## src/rtl/btw_ram.sv

```systemverilog
`timescale 1ns / 1ps

module btw_ram #(
    parameter int WIDTH = 2,
    parameter int DEPTH = 1024
) (
    input  logic                     clk,
    input  logic                     we,
    input  logic [$clog2(DEPTH)-1:0] waddr,
    input  logic [WIDTH-1:0]         wdata,
    input  logic                     re,
    input  logic [$clog2(DEPTH)-1:0] raddr,
    output logic [WIDTH-1:0]         rdata
);

    logic [WIDTH-1:0] mem_reg [DEPTH];
    logic [WIDTH-1:0] rdata_reg;

    always_ff @(posedge clk)
    begin
        if (we)
        begin
            mem_reg[waddr] <= wdata;
        end
        if (re)
        begin
            rdata_reg <= mem_reg[raddr];
        end
    end

    assign rdata = rdata_reg;

endmodule
```

## config.mk

```make
export PLATFORM = sky130hd
export DESIGN_NAME = btw_ram
export DESIGN_NICKNAME = d
export VERILOG_FILES = /design/src/rtl/btw_ram.sv
export SDC_FILE = /design/constraint.sdc
export NUM_CORES = 2
export LEC_CHECK = 0
export BUFFER_PORTS_ARGS = -buffer_cell sky130_fd_sc_hd__buf_4
export CORE_MARGIN = 2
export CORE_UTILIZATION = 60
export DETAILED_ROUTE_END_ITERATION = 6
export GPL_ROUTABILITY_DRIVEN = 0
export PLACE_DENSITY_LB_ADDON = 0.2
export SLEW_MARGIN = 40
export SYNTH_ARGS = -nofsm -noshare
export SYNTH_HDL_FRONTEND = slang
export SYNTH_SLANG_ARGS = --single-unit
export TNS_END_PERCENT = 10
```

## constraint.sdc

```tcl
create_clock -name clk -period 11.42 [get_ports clk]
set_input_delay 3.426 -clock clk [delete_from_list [all_inputs] [get_ports clk]]
set_output_delay 3.426 -clock clk [all_outputs]
set_load 0.01 [all_outputs]
```

# Word-level counts from Yosys, hierarchy flattened
# Memories as Yosys holds them, arrays and structs flattened. A register that Yosys moved wholly into a read port is not among the register bits.
# Cells that the tools add are included.
# W data, S select, Z words.
# totals
ff_bits	0
out_inout_bits	2
ram_bits	2048
n_memories	1
# classes
n_mux	2
# memory_table
memory	depth	word_bits	rd	rd_ports_with_merged_regs	wr	line_no	rtl
mem_reg	1024	2	1	1	1	16	logic [WIDTH-1:0] mem_reg [DEPTH];
# ops
operator	count
$mux W1	2

# Logic depth before layout (Yosys ltp)
# depth
word_depth	2
ltp_mapped	15
mapped_depth_nobuf	8

# Least setup slack after synthesis
# OpenSTA, ideal clock, no wires.
# synth_path
path_type	input to register
startpoint	input port raddr[0]
endpoint	register rdata_reg[1], in the netlist rdata[1] (read register of mem_reg), data pin
arrival_ns	5.648
required_time_ns	11.143
path_stages	12
setup_slack_ns	5.495
path_cell_list	buf_6 -> buf_12 -> buf_8 -> buf_6 -> buf_6 -> mux4_2 -> a221oi_1 -> o21ai_0 -> nor3_1 -> o31ai_1 -> o31ai_1 -> nand4_1
# synth_rtl
item	line_no	rtl
start, declared	12	input logic [$clog2(DEPTH)-1:0] raddr,
end, declared	17	logic [WIDTH-1:0] rdata_reg;

==> summary.txt <==
Outcome
  – Status: completed

Synth
  – Xor and xnor area share after synthesis: 0
  – Yosys Warn Count: 0
  – Synth Instances: 4793
  – Commonest cells post-synth: 2050 x edfxtp_1, 1054 x nor2_1, 449 x mux4_2, 239 x clkbuf_1, 205 x mux2i_1
  – Seq/Total Area, Yosys: 0.735
  – Synth Register Bits: 2050
  – Synth Area in Simple Gates: 0.0640
  – Synthesized-area fraction occupied by adder cells: 0
  – Synth top area share: 0.735
  – Netlist Area Pre-Place: 0.0838 mm²
  – Count leader, synth: edfxtp_1
  – Compound-Gate Fraction of Synth Area: 0.0298
  – Top_reg_cell synth: edfxtp_1
  – Post-Syn Area per Cell: 17.5 µm²
  – Main combinational cell family by area after synthesis: multiplexers
  – Post-synthesis mux area share: 0.147
  – Ys async rst share: 0
  – Synth cell types: 65
  – Post-Syn Nets: 4818
  – Area leader, netlist: edfxtp_1
  – Post-synth EDFFs: 2050
  – Largest cells by area after synthesis: edfxtp_1 73%, mux4_2 12%, nor2_1 4.7%, mux2i_1 2.4%, clkbuf_1 1.1%

Clock tree
  – CTS tree: done
  – CTS root buf: clkbuf_16
  – Cts bufs inserted: 196
  – CTS hold repair buffers: 0
  – Longest Clk Path Bufs: 3
  – Clock sinks: 2050
  – Post-CTS Setup Inserts: 0
  – Clk slew on worst S/H paths: 60 ps
  – Clock latency on the worst-skew pair: 820 ps
  – H-tree Lvls: 4
  – Post-cts repair resize count: 0

Timing
  – RSZ-0062 raised after global routing: no
  – Max Transition Viols Final: 0
  – Slew headroom: 0.371
  – Least-Margin Pin Slew: 944 ps
  – Post-route clock skew: 31.5 ps
  – Setup_tns: 0 ps
  – Tcrit/Tclk final: 0.608
  – Hold Fails Final Rpt: 0
  – Worst setup margin: 4480 ps
  – Final Setup Violations: 0
  – Fmax: 0.144 GHz
  – Crit path time final: 6940 ps

Global routing
  – Largest net degree at the start of global routing: 225
  – First-pass GRT wire length: 318 mm
  – Initial antenna violation count: 11
  – Total track usage: 0.315
  – Vias in the first global route: 45800
  – Overflow after GRT: 0

Power and ir drop
  – Switch Pwr: 3.26 mW
  – Sw frac: 0.211
  – Leak pwr: 28.2 nW
  – Int Pwr: 12.2 mW
  – Clk network pwr share: 0.413
  – Maximum vdd drop: 0.000134 V
  – Total Power: 15.4 mW
  – Sequential group share of total power: 0.536
  – Power density cells: 166 mW/mm²
  – Combinational Power Share: 0.051

Final layout
  – P&R area growth vs syn: 10.9%
  – Final net count: 4773
  – Fill cell total of the finished layout: 9008
  – Reg area: 0.0616 mm²
  – Multi-input gate area: 0.0207 mm²
  – Max reg flops: 2048
  – Share of cells above drive strength 1: 0.194

Critical path
  – Crit-path slowest cell: nor3_1
  – Most used cell, CP: nor3_1
  – Critical Path Fanout Max: 121
  – CP peak stage delay: 700 ps
  – Worst Path Arrival: 7500 ps
  – Critical-path cell list: buf_8 -> buf_12 -> nand2b_4 -> buf_4 -> o221ai_1 -> a21oi_1 -> nor3_1 -> nor3_1 -> nor4_1 -> o22ai_1 -> nand4_1
  – Setup crit start kind: input pin
  – Critical path type: input pin to flop
  – CP Data Required Time: 11970 ps
  – CP endpoint kind: flop

Route
  – Wirelength, routed: 221 mm
  – Final antenna-violating net count: 0
  – DR WL/cell: 32.6 µm
  – Via Count: 46300
  – DRT Pass-1 Iters: 6
  – Vias/cell: 6.83
  – Initial drt markers: 7147
  – Post-route DRC: 0

Die
  – Die X: 378 µm
  – Starting Density: 0.603
  – Top-Level Pins: 27
  – Row count: 137
  – Die area: 0.143 mm²
  – DIE HEIGHT: 378 µm
  – Placeable Area: 0.139 mm²

Place
  – Worst slack, placed: 3750 ps
  – Detail Placement HPWL: 128 mm
  – PortBufs: 26

Worst hold path
  – Min-delay worst type: flop to flop

Run
  – Max-Cap Viols: 0
==> cell families after synthesis <==
logic type | count (synthesis)
buf+inv | 402
simple gates | 1324
flops | 2050
compound gates | 353
mux | 664
==> path summary, 6_finish.rpt <==
check / startpoint / end / slack, ps / depth (start not counted)
max: raddr[1] / rdata[0]$_DFFE_PP_ / 4480 / 11
min reg2reg: mem_reg[310][0]$_DFFE_PP_ / rdata[0]$_DFFE_PP_ / 1280 / 6
max reg2reg: mem_reg[695][0]$_DFFE_PP_ / rdata[0]$_DFFE_PP_ / 8150 / 8
min: mem_reg[310][0]$_DFFE_PP_ / rdata[0]$_DFFE_PP_ / 1280 / 6
==> per-stage QoR <==
stage          hold slack (ps)   util  area, µm²  std cells
3_3_place_gp              1200  0.615      85400       6379
4_1_cts                   1260  0.668      92800       6782
2_1_floorplan              889      -      83800       4793
3_5_place_dp              1220  0.623      86600       6424
5_1_grt                   1280  0.668      92900       6784
6_report                  1280  0.668      92900       6787
==> power groups by stage <==
stage | Combinational [mW] | Sequential (mW) | Clock [mW]
after detailed placement | 0.768 | 8.44 | 0
final | 0.781 | 8.28 | 6.38
after CTS | 0.771 | 8.28 | 6.42
after global placement | 0.741 | 8.45 | 0
after global routing | 0.813 | 8.28 | 6.71
after floorplan | 0.432 | 8.44 | 0
==> critical path, delay by kind of cell <==
kind,cells,cell delay (ps)
AOI/OAI and AO/OA,3,710
buffers and inverters,3,1540
and+or+nand+nor,5,1510
==> routing by layer <==
layer | routed length (µm) | part of all wire | track usage
met1 | 83300 | 0.38 | 0.456
met2 | 104000 | 0.47 | 0.482
met3 | 25500 | 0.12 | 0.0649
met4 | 8010 | 0.036 | 0.113
met5 | 77 | 0.00035 | 0
==> layout by cell type (no fill, tap or decap), drive strengths merged, types with 4 or more instances in the layout <==
cell,instances
o31ai,5
mux2i,205
a31oi,7
a211oi,13
nor2,1054
bufinv,19
a221oi,13
a22oi,45
nand3,39
o21ai,36
mux2,10
nand2b,8
o311ai,4
a22o,13
nand2,96
clkbuf,249
o22ai,45
nor3b,10
and2,6
clkinvlp,5
nand3b,4
nor2b,13
nor4,10
clkinv,86
nand4,13
inv,5
edfxtp,2050
mux4,449
buf,153
nor3,45
and3,8
a21oi,70
o221ai,83
==> layout make-up <==
| class | instances | share of cell area |
|---|---|---|
| Antenna cell | 3 | 0.0000808 |
| Clock buffer | 249 | 0.0563 |
| Clock inverter | 109 | 0.0107 |
| Inverter | 6 | 0.000283 |
| Multi-Input combinational cell | 2341 | 0.223 |
| Sequential cell | 2050 | 0.663 |
| Tap cell | 1876 | 0.0253 |
| Timing Repair Buffer | 153 | 0.0219 |
Power figures use the tool's default switching activity.
